## config.mk

```make
export PLATFORM = sky130hd
export DESIGN_NAME = fakt_trig_lane
export DESIGN_NICKNAME = d
export VERILOG_FILES = /design/src/design/fakt_pkg.sv /design/src/design/fakt_trig_lane.sv
export SDC_FILE = /design/constraint.sdc
export NUM_CORES = 2
export LEC_CHECK = 0
export ABC_CLOCK_PERIOD_IN_PS = 30300
export BUFFER_PORTS_ARGS = -buffer_cell sky130_fd_sc_hd__buf_2
export CAP_MARGIN = 30
export CORE_MARGIN = 4
export CORE_UTILIZATION = 25
export DETAILED_ROUTE_END_ITERATION = 8
export GPL_ROUTABILITY_DRIVEN = 0
export GPL_TIMING_DRIVEN = 0
export PLACE_DENSITY = 0.38
export SLEW_MARGIN = 20
export SYNTH_ARGS = -nofsm -noshare
export SYNTH_HDL_FRONTEND = slang
export SYNTH_SLANG_ARGS = --single-unit
```

## constraint.sdc

```tcl
create_clock -name clk -period 30.3 [get_ports clk]
set_clock_uncertainty 0.2 [all_clocks]
set_input_delay 1.515 -clock clk [delete_from_list [all_inputs] [get_ports clk]]
set_output_delay 1.515 -clock clk [all_outputs]
set_load 0.005 [all_outputs]
```

## src/design/fakt_pkg.sv

```systemverilog
`default_nettype none
package fakt_pkg;

  localparam int FRACTION_BITS = 16;
  localparam int NUM_JOINTS = 9;
  localparam int NCOORD = 9;

  typedef struct packed {
    logic action;
    logic signed [31:0] coord_in_0;
    logic signed [31:0] coord_in_1;
    logic signed [31:0] coord_in_2;
    logic signed [31:0] coord_in_3;
    logic signed [31:0] coord_in_4;
    logic signed [31:0] coord_in_5;
    logic signed [31:0] coord_in_6;
    logic signed [31:0] coord_in_7;
    logic signed [31:0] coord_in_8;
  } fakt_in_t;

  typedef struct packed {
    logic signed [31:0] coord_out_0;
    logic signed [31:0] coord_out_1;
    logic signed [31:0] coord_out_2;
    logic signed [31:0] coord_out_3;
    logic signed [31:0] coord_out_4;
    logic signed [31:0] coord_out_5;
    logic signed [31:0] coord_out_6;
    logic signed [31:0] coord_out_7;
    logic signed [31:0] coord_out_8;
  } fakt_out_t;

  typedef struct packed {
    logic kinematics_mode;
    logic signed [31:0] pivot_x;
    logic signed [31:0] pivot_y;
    logic signed [31:0] pivot_z;
    logic signed [31:0] offset_y;
    logic signed [31:0] offset_z;
    logic signed [31:0] tool_length;
    logic [35:0] joint_axis_map;
  } fakt_cfg_t;

  typedef struct packed {
    logic signed [31:0] sn;
    logic signed [31:0] cs;
  } fakt_trig_t;

endpackage
`default_nettype wire

```

## src/design/fakt_trig_lane.sv

```systemverilog
`default_nettype none
module fakt_trig_lane (
  input  wire logic               clk,
  input  wire logic               rst,
  input  wire logic               go,
  input  wire logic               ack,
  input  wire logic signed [31:0] ang,
  output logic                    busy,
  output logic                    done,
  output fakt_pkg::fakt_trig_t    trig
);
  import fakt_pkg::*;

  localparam int ASH = FRACTION_BITS + 1;
  localparam int QBIAS = (2 ** (30 - FRACTION_BITS)) / 45 + 1;
  localparam int BIAS = 45 * QBIAS;
  localparam logic [32:0] M45 = 33'd6108397932;
  localparam logic [5:0] SH45 = 6'd38;
  localparam logic [8:0] K45 = 9'd45;
  localparam logic [32:0] K_HALF_PI = 33'd1686629713;
  localparam logic [32:0] ONE_Q30 = 33'd1 << 30;

  typedef struct packed {
    logic [8:0]  k;
    logic [5:0]  sh;
    logic [32:0] m;
  } ser_t;

  typedef enum logic [3:0] {
    S_IDLE, S_QMUL, S_QFIX, S_XMUL, S_XH, S_XHFIX, S_XLMUL, S_XLFIX,
    S_M1, S_M2, S_M3, S_M4, S_DONE
  } state_t;

  function automatic ser_t ser_of(input logic cos_ph, input logic [2:0] j);
    ser_t s;
    case ({cos_ph, j})
      4'd0:  s = '{9'd6,   6'd35, 33'd5726623061};
      4'd1:  s = '{9'd20,  6'd37, 33'd6871947673};
      4'd2:  s = '{9'd42,  6'd38, 33'd6544712070};
      4'd3:  s = '{9'd72,  6'd39, 33'd7635497415};
      4'd4:  s = '{9'd110, 6'd39, 33'd4997780126};
      4'd5:  s = '{9'd156, 6'd40, 33'd7048151460};
      4'd6:  s = '{9'd210, 6'd40, 33'd5235769656};
      4'd7:  s = '{9'd272, 6'd41, 33'd8084644321};
      4'd8:  s = '{9'd2,   6'd33, 33'd4294967296};
      4'd9:  s = '{9'd12,  6'd36, 33'd5726623061};
      4'd10: s = '{9'd30,  6'd37, 33'd4581298449};
      4'd11: s = '{9'd56,  6'd38, 33'd4908534052};
      4'd12: s = '{9'd90,  6'd39, 33'd6108397932};
      4'd13: s = '{9'd132, 6'd40, 33'd8329633543};
      4'd14: s = '{9'd182, 6'd40, 33'd6041272680};
      default: s = '{9'd240, 6'd40, 33'd4581298449};
    endcase
    return s;
  endfunction

  function automatic logic signed [31:0] clamp_q30(input logic signed [35:0] v);
    logic signed [31:0] r;
    if (v < 36'sd0) r = 32'sd0;
    else if (v > $signed({3'b0, ONE_Q30})) r = 32'sd1073741824;
    else r = v[31:0];
    return r;
  endfunction

  state_t st;
  logic [65:0] prod;
  logic [32:0] vq, x, t, qh;
  logic [ASH-1:0] lo;
  logic [19:0] nl;
  logic [1:0] quad;
  logic [2:0] j;
  logic cos_ph;
  logic signed [35:0] acc;
  logic signed [31:0] sres;

  logic [32:0] mul_a, mul_b;
  logic [5:0] div_sh;
  logic [8:0] div_k;
  logic [32:0] div_q0, div_r0, div_q, div_r;
  logic signed [32:0] qv;
  logic [36:0] nfull;
  ser_t ser;
  logic signed [35:0] accn;
  logic signed [31:0] cres;
  logic [32:0] xv;

  always_comb begin
    ser = ser_of(cos_ph, j);
    qv = ($signed({ang[31], ang}) >>> ASH) + $signed(33'(BIAS));
    nfull = prod[ASH+36:ASH];
    mul_a = '0;
    mul_b = '0;
    case (st)
      S_QMUL: begin
        mul_a = vq;
        mul_b = M45;
      end
      S_XMUL: begin
        mul_a = vq;
        mul_b = K_HALF_PI;
      end
      S_XH: begin
        mul_a = 33'(nfull[36:20]);
        mul_b = M45;
      end
      S_XLMUL: begin
        mul_a = vq;
        mul_b = M45;
      end
      S_M1: begin
        mul_a = t;
        mul_b = x;
      end
      S_M2: begin
        mul_a = prod[62:30];
        mul_b = x;
      end
      S_M3: begin
        mul_a = prod[62:30];
        mul_b = ser.m;
      end
      default: begin
        mul_a = '0;
        mul_b = '0;
      end
    endcase
    if (st == S_M4) begin
      div_sh = ser.sh;
      div_k = ser.k;
    end else begin
      div_sh = SH45;
      div_k = K45;
    end
    div_q0 = 33'(prod >> div_sh);
    div_r0 = vq - 33'(div_q0 * 33'(div_k));
    if (div_r0 >= 33'(div_k)) begin
      div_q = div_q0 + 33'd1;
      div_r = div_r0 - 33'(div_k);
    end else begin
      div_q = div_q0;
      div_r = div_r0;
    end
    accn = j[0] ? acc + $signed({3'b0, div_q}) : acc - $signed({3'b0, div_q});
    cres = clamp_q30(accn);
    xv = (qh << 20) + div_q;
  end

  always_ff @(posedge clk) begin
    prod <= 66'(mul_a) * 66'(mul_b);
    if (rst) begin
      st <= S_IDLE;
    end else begin
      case (st)
        S_IDLE: begin
          if (go) begin
            vq <= 33'(qv);
            lo <= ang[ASH-1:0];
            st <= S_QMUL;
          end
        end
        S_QMUL: st <= S_QFIX;
        S_QFIX: begin
          quad <= 2'(div_q - 33'(QBIAS));
          vq <= 33'({div_r[5:0], lo});
          st <= S_XMUL;
        end
        S_XMUL: st <= S_XH;
        S_XH: begin
          vq <= 33'(nfull[36:20]);
          nl <= nfull[19:0];
          st <= S_XHFIX;
        end
        S_XHFIX: begin
          qh <= div_q;
          vq <= 33'({div_r[5:0], nl});
          st <= S_XLMUL;
        end
        S_XLMUL: st <= S_XLFIX;
        S_XLFIX: begin
          x <= xv;
          t <= xv;
          acc <= $signed({3'b0, xv});
          j <= '0;
          cos_ph <= 1'b0;
          st <= S_M1;
        end
        S_M1: st <= S_M2;
        S_M2: st <= S_M3;
        S_M3: begin
          vq <= prod[62:30];
          st <= S_M4;
        end
        S_M4: begin
          if (j == 3'd7) begin
            if (!cos_ph) begin
              sres <= cres;
              cos_ph <= 1'b1;
              t <= ONE_Q30;
              acc <= $signed({3'b0, ONE_Q30});
              j <= '0;
              st <= S_M1;
            end else begin
              case (quad)
                2'd0: begin
                  trig.sn <= sres;
                  trig.cs <= cres;
                end
                2'd1: begin
                  trig.sn <= cres;
                  trig.cs <= -sres;
                end
                2'd2: begin
                  trig.sn <= -sres;
                  trig.cs <= -cres;
                end
                default: begin
                  trig.sn <= -cres;
                  trig.cs <= sres;
                end
              endcase
              st <= S_DONE;
            end
          end else begin
            j <= j + 3'd1;
            t <= div_q;
            acc <= accn;
            st <= S_M1;
          end
        end
        S_DONE: begin
          if (ack) st <= S_IDLE;
        end
        default: st <= S_IDLE;
      endcase
    end
  end

  assign busy = (st != S_IDLE);
  assign done = (st == S_DONE);

endmodule
`default_nettype wire

```

# Yosys cells after proc, flatten, opt, wreduce, memory -nomap -nowiden

Memory sizes are Yosys's and may differ from the RTL's.
Cells that the tools add are included.

Word-level logic and storage cells: 102
Output and inout port bits: 66
Register bits after elaboration: 357
Bits of input ports: 36
Memory bits (read-only): 704
Memories kept: 1

Eq/ne operators: 19
Multipliers: 2
Reduce and logical (&&, ||, !) cells: 20
Add/subtract/negate cells: 11
Magnitude comparators: 3
Muxes and demuxes: 28
Shift operators: 1
Bitwise gates (word level): 2

Memory list:

| name             | depth | width | rd ports | clocked after Yosys merged registers in | write ports | RTL line             | text |
|---|---|---|---|---|---|---|---|
| (name not given) | 16    | 44    | 1        | 0                                       | 0           | fakt_trig_lane.sv:36 | `case ({cos_ph, j})` |

Operators with widths:

| operator                                                        | count |
|---|---|
| one-hot mux 33 bit (4 select lines)                             | 2 |
| one-hot mux 64 bit (3 select lines)                             | 1 |
| one-hot mux 33 bit (5 select lines)                             | 1 |
| 2-to-1 mux 33 bit                                               | 4 |
| 2-to-1 mux 36 bit                                               | 3 |
| one-hot mux 36 bit (2 select lines)                             | 1 |
| multiplier 33 x 33 -> 66 bit                                    | 1 |
| one-hot mux 33 bit (2 select lines)                             | 1 |
| >> shifter 66 x 6 -> 33 bit                                     | 1 |
| 2-to-1 mux 32 bit                                               | 2 |
| negator 32 bit                                                  | 2 |
| one-hot mux 4 bit (13 select lines)                             | 1 |
| adder 36 x 34 -> 36 bit                                         | 1 |
| greater-than comparator 36 x 32 -> 1 bit, second input constant | 1 |
| < comparator 36 x 1 -> 1 bit, second input constant             | 1 |
| subtractor 36 x 34 -> 36 bit                                    | 1 |
| adder 33 x 1 -> 33 bit, second input constant                   | 1 |
| adder 33 bit                                                    | 1 |
| greater-or-equal comparator 33 x 9 -> 1 bit                     | 1 |
| multiplier 33 x 9 -> 33 bit                                     | 1 |
| subtractor 33 bit                                               | 1 |
| == test 4 bit, second input constant                            | 5 |
| adder 15 x 16 -> 17 bit, second input constant                  | 1 |
| == test 4 x 3 -> 1 bit, second input constant                   | 4 |
| other kinds (29)                                                | 47 |

# Longest topological paths before layout

Depth after elaboration: 14
Gate-level depth with buffers: 82
Depth with buffers taken out: 75

# Least setup slack after synthesis

Ideal clock, no wire load.

Path type: register to register
Start: reg j[2]
End: reg trig[62] in the netlist's numbering (data pin)
Path buffers: 8
Path slack: 13.266 ns
Library setup time: 0.176 ns
Cell stages (with the launch flop): 76
Arrival: 16.658 ns
Data required time: 29.924 ns
Period minus slack after synthesis: 17.034 ns
Path through: edfxtp_1 buf_2 inv_1 clkbuf_1 ha_1 nand2b_1 buf_2 o22a_1 buf_4 nor2_8 mux2i_1 a211oi_2 a221oi_1 clkbuf_1 nor2_1 fa_1 inv_1 fa_1 [40 not listed] mux2i_1 nand3_1 or2_2 clkbuf_1 nor2_2 nand2_1 ha_1 nand3_1 nor2b_1 nand3_1 nor2b_1 nand2_1 or2_2 or4_1 nor2_1 nand2_1 and4_1 nor4_1

Word-level cells in the longest chain between the ends: 14
Elaborated cells between the ends (all ways): 18
Those cells by class: 5 x add/sub; 1 x mul; 3 x order compare; 1 x shift; 7 x mux; 1 x memory

RTL lines:

| what                                                                    | RTL line              | text |
|---|---|---|
| start: declaration                                                      | fakt_trig_lane.sv:71  | `logic [2:0] j;` |
| start signal: assignment                                                | fakt_trig_lane.sv:224 | `j <= j + 3'd1;` |
| memory read (16 x 44 bit) (*)                                           | --                    |  |
| 2-to-1 mux 6 bit                                                        | fakt_trig_lane.sv:127 | `if (st == S_M4) begin` |
| >> shifter 66 x 6 -> 33 bit                                             | fakt_trig_lane.sv:134 | `div_q0 = 33'(prod >> div_sh);` |
| multiplier 33 x 9 -> 33 bit                                             | fakt_trig_lane.sv:135 | `div_r0 = vq - 33'(div_q0 * 33'(div_k));` |
| subtractor 33 bit                                                       | fakt_trig_lane.sv:135 |  |
| greater-or-equal comparator 33 x 9 -> 1 bit                             | fakt_trig_lane.sv:136 | `if (div_r0 >= 33'(div_k)) begin` |
| 2-to-1 mux 33 bit (*)                                                   | fakt_trig_lane.sv:136 |  |
| subtractor 36 x 34 -> 36 bit or adder 36 x 34 -> 36 bit (tied branches) | fakt_trig_lane.sv:143 | `accn = j[0] ? acc + $signed({3'b0, div_q}) : acc - $signed({3'b0, div_q});` |
| 2-to-1 mux 36 bit (*)                                                   | fakt_trig_lane.sv:143 |  |
| greater-than comparator 36 x 32 -> 1 bit                                | fakt_trig_lane.sv:60  | `else if (v > $signed({3'b0, ONE_Q30})) r = 32'sd1073741824;` |
| 2-to-1 mux 32 bit                                                       | fakt_trig_lane.sv:60  |  |
| 2-to-1 mux 32 bit (*)                                                   | fakt_trig_lane.sv:59  | `if (v < 36'sd0) r = 32'sd0;` |
| negator 32 bit                                                          | fakt_trig_lane.sv:217 | `trig.sn <= -cres;` |
| one-hot mux 64 bit (3 select lines) (*)                                 | fakt_trig_lane.sv:203 | `case (quad)` |
| end: declaration                                                        | fakt_trig_lane.sv:10  | `output fakt_pkg::fakt_trig_t trig` |

Every way passes the cells marked *; elsewhere a longest branch is shown, timed or not.
A chain may end at the register's enable or synchronous reset.

# Worst setup path after layout

Start: reg j[0]
End: reg trig[62] in the netlist's numbering (data pin)

Word-level cells in the longest chain between the ends: 14
Elaborated cells between the ends (all ways): 18
Those cells by class: 5 x add/sub; 1 x mul; 3 x order compare; 1 x shift; 7 x mux; 1 x memory

RTL lines:

| what                                                                    | RTL line              | text |
|---|---|---|
| memory read (16 x 44 bit)                                               | --                    |  |
| 2-to-1 mux 6 bit                                                        | fakt_trig_lane.sv:127 |  |
| >> shifter 66 x 6 -> 33 bit                                             | fakt_trig_lane.sv:134 |  |
| multiplier 33 x 9 -> 33 bit                                             | fakt_trig_lane.sv:135 |  |
| subtractor 33 bit                                                       | fakt_trig_lane.sv:135 |  |
| greater-or-equal comparator 33 x 9 -> 1 bit                             | fakt_trig_lane.sv:136 |  |
| 2-to-1 mux 33 bit                                                       | fakt_trig_lane.sv:136 |  |
| subtractor 36 x 34 -> 36 bit or adder 36 x 34 -> 36 bit (tied branches) | fakt_trig_lane.sv:143 |  |
| 2-to-1 mux 36 bit (*)                                                   | fakt_trig_lane.sv:143 |  |
| greater-than comparator 36 x 32 -> 1 bit                                | fakt_trig_lane.sv:60  |  |
| 2-to-1 mux 32 bit                                                       | fakt_trig_lane.sv:60  |  |
| 2-to-1 mux 32 bit (*)                                                   | fakt_trig_lane.sv:59  |  |
| named net cres[1]                                                       | fakt_trig_lane.sv:84  | `logic signed [31:0] cres;` |
| negator 32 bit (*)                                                      | fakt_trig_lane.sv:217 |  |
| one-hot mux 64 bit (3 select lines) (*)                                 | fakt_trig_lane.sv:203 |  |

Mark *: on every way through the listed nets, which the timed path passes. The rest lies on a longest branch.

==> impl_metrics.py <==
metrics = {
    "pwr": {
        "seqPwrFrac_pct": 10.2,
        "leakage_nw": 30.63,
        "comb_power_share_pct": 81.8,
        "peakVddDrop_mv": 0.2075,
        "power_density_nw_per_um2": 90.64,
        "switching_share_pct": 57.85,
        "clkPwrFrac_pct": 8.0,
        "p_sw_mw": 3.809,
        "p_int_mw": 2.775,
    },
    "sta": {
        "slew_headroom_pct": 24.42,
        "fmax_ghz": 0.04205,
        "hold_viol": 0,
        "finalCritPeriodShare_pct": 78.48,
        "setup-violations-final": 0,
        "setup_tns_ns": 0,
        "slew_viol_final": 0,
        "hold_slack_ns": 0.2043,
        "period_minus_slack_ns": 23.78,
        "setup_ws_ns": 6.522,
        "rsz0062_at_grt": "no",
        "worst_pin_slew_ns": 1.122,
    },
    "floorplanning": {
        "die_w_microns": 516.7,
        "die-area_sq_um": 267000,
        "pin_count": 102,
        "start_util_pct": 25.16,
        "core_sq_um": 257200,
        "rows": 186,
        "die_h_microns": 516.7,
    },
    "logic_synthesis": {
        "synthesis.area_sq_um": 64690,
        "synth_flop_cell": "edfxtp_1",
        "synth_area_leaders": "fa_1, edfxtp_1, inv_1, ha_1, nand2_1",
        "ys_seq_area_share_pct": 14.96,
        "synth_edf_count": 287,
        "ys_types": 114,
        "async_flop_share_pct": 0,
        "syn_inst": 7269,
        "yosys_warnings": 0,
        "ys_ff_latch": 340,
        "syn_avg_cell_area_sq_um": 8.900,
        "synth_top_cell_area_share_pct": 36.33,
        "yosys.area.top_type": "fa_1",
    },
    "grt": {
        "grt_pass1_wl_microns": 427500,
        "grt_pass1_vias": 56596,
        "grt_max_degree": 28,
        "grt_overflow_total": 0,
        "grt.total_usage_pct": 22.38,
        "grt_antenna_before_repair": 22,
    },
    "setup_path": {
        "crit_top_cell": "clkbuf_1",
        "worst-r2r-cell-count": 75,
        "cp_max_fo": 11,
        "cp-end-kind": "flop",
        "cp_data_arrival_time_ns": 23.95,
        "crit_type": "flop to flop",
        "critPathRequiredTime_ns": 30.47,
        "critical_path.max_stage_delay_ns": 0.84,
        "slowest_stage": "a2111oi_4",
        "crit_path_start_kind": "flop",
    },
    "clock_tree": {
        "cts_root_buf": "clkbuf_16",
        "cts_setup_buffers": 0,
        "htree_levels": 2,
        "tritoncts": "done",
        "clockBufferDepth": 3,
        "clock_latency_ns": 0.65,
        "clkTransAtPathRegs_ns": 0.07,
        "clock-sinks": 340,
        "cts_resized": 0,
        "cts_buffers": 40,
        "ctsHoldBuffers": 0,
    },
    "drt": {
        "wl_microns": 301600,
        "drtPass1Iterations": 6,
        "antenna_left": 0,
        "routedWlPerCell_microns": 27.55,
        "vias": 55077,
        "drc": 0,
        "drt-vias-per-instance": 5.031,
        "drt_iter0_drc": 5860,
    },
    "cells_and_area": {
        "drive_above_1_share_pct": 6.984,
        "nNetsFinal": 9118,
        "synthToLayoutAreaGrowth_pct": 12.28,
        "fin_util_pct": 28.24,
        "fin_area_sq_um": 72630,
    },
    "placement": {
        "hpwlAfterDp_microns": 256600,
        "place_area_sq_um": 71120,
        "portBuffers": 101,
        "dpl_worst_slack_ns": 6.864,
    },
    "run_status": {
        "outcome": "complete, no violations",
    },
    "hold_path": {
        "hold_path_class": "flop to flop",
        "holdPathStages": 0,
    },
    "run": {
        "maxCapViolations": 0,
    },
}
## cell type report
| cell class | count | area (sq um) |
|---|---|---|
| antenna | 4 | 10.01 |
| buffer | 411 | 1685 |
| clock buffer | 45 | 1041 |
| clock inverter | 29 | 317.8 |
| fill | 27587 | 184500 |
| inverter | 1306 | 4905 |
| multi-input combinational | 5215 | 48930 |
| sequential | 340 | 9679 |
| tap | 3384 | 4234 |
| timing repair buffer | 214 | 1831 |
## power by group through the flow
| stage | clock network, mW | registers, mW | logic, mW |
|---|---|---|---|
| floorplan | 0 | 0.602 | 3.51 |
| global placement | 0 | 0.680 | 5.26 |
| detailed placement | 0 | 0.677 | 5.34 |
| CTS | 0.537 | 0.668 | 5.38 |
| global route | 0.556 | 0.668 | 6.00 |
| finish | 0.527 | 0.673 | 5.38 |
## worst max-delay path: cells and delay by family, from the launching register on
family	cells	cell delay (ns)
adders and majority gates	11	4.39
AOI/OAI and AO/OA	17	5.00
and+or+nand+nor	28	7.75
DFF	1	0.47
xor gates and xnor gates	3	0.87
buffers and inverters	16	4.76
## state kept, by name (all words and copies together) (netlist names)
register  count
acc          36
cos_ph        1
j             3
lo           17
nl           20
prod         49
qh           13
quad          2
sres         32
st            4
t            33
trig         64
vq           33
x            33
## final timing paths
check                                end  slack [ns]      from
worst max-delay path            trig[62]        6.52      j[0]
worst min-delay path               nl[4]        0.20  prod[21]
worst max register to register  trig[62]        6.52      j[0]
worst min register to register     nl[4]        0.20  prod[21]
## cells by family (layout without fill, tap and decap cells)
kind of cell,Yosys count,in the layout,synth area share (%)
flops,340,340,14.96
buf+inv,1717,2005,10.16
other cells,2,9,0.01161
xor+xnor,246,246,3.398
fa+ha+maj,1554,1554,43.68
mux,60,60,1.195
simple gates,2329,2329,15.58
compound gates,1021,1021,11.01
## through the flow
stage / power, mW / std cells
after floorplan: 4.112 / 7272
after global placement: 5.939 / 10757
after detailed placement: 6.019 / 10857
after CTS: 6.590 / 10931
after global routing: 7.228 / 10946
final: 6.584 / 10948
## layer usage
metal | share of wire (%) | wire [microns] | up-vias | GRT usage (%)
li1 | - | - | 23648 | -
met1 | 44 | 133600 | 28619 | 31.56
met2 | 44 | 131500 | 2438 | 34.58
met3 | 8.1 | 24400 | 372 | 3.947
met4 | 4.0 | 12060 | 0 | 7.425
met5 | 0 | 0 | - | 0
## cell usage in the layout, fill, tap and decap left out, types with 30 or more instances in the layout
cell,instances
edfxtp_1,287
a21oi_1,207
inv_1,1301
nor2_1,649
o22ai_1,54
nand4_1,32
nand2_1,1133
buf_6,44
a22oi_1,46
nand2b_1,40
and2_1,92
xnor2_1,153
nand3_1,75
xor2_1,69
a31oi_1,47
a221o_1,30
clkbuf_16,41
buf_2,130
fa_1,1174
buf_4,45
dfxtp_1,53
o21a_1,42
a211oi_1,41
ha_1,380
mux2i_1,39
a21o_1,55
nor3_1,88
o21ai_0,166
or2_2,44
clkbuf_1,338
## synth_stat cells (28+ instances only)
master,number
a21oi_1,212
mux2i_1,39
inv_1,1301
o21a_1,42
nand2_1,1133
dfxtp_1,53
o21ai_0,167
clkbuf_1,348
nand4_1,32
a221oi_1,28
ha_1,380
xor2_1,74
nand3_1,75
a221o_1,31
a31oi_1,47
fa_1,1174
a211oi_1,42
edfxtp_1,287
a21o_1,55
or2_2,44
a22oi_1,46
nor3_1,89
nand2b_1,40
nor2_1,654
o22ai_1,55
and2_1,92
xnor2_1,168
(Power assumes the default switching activity.)
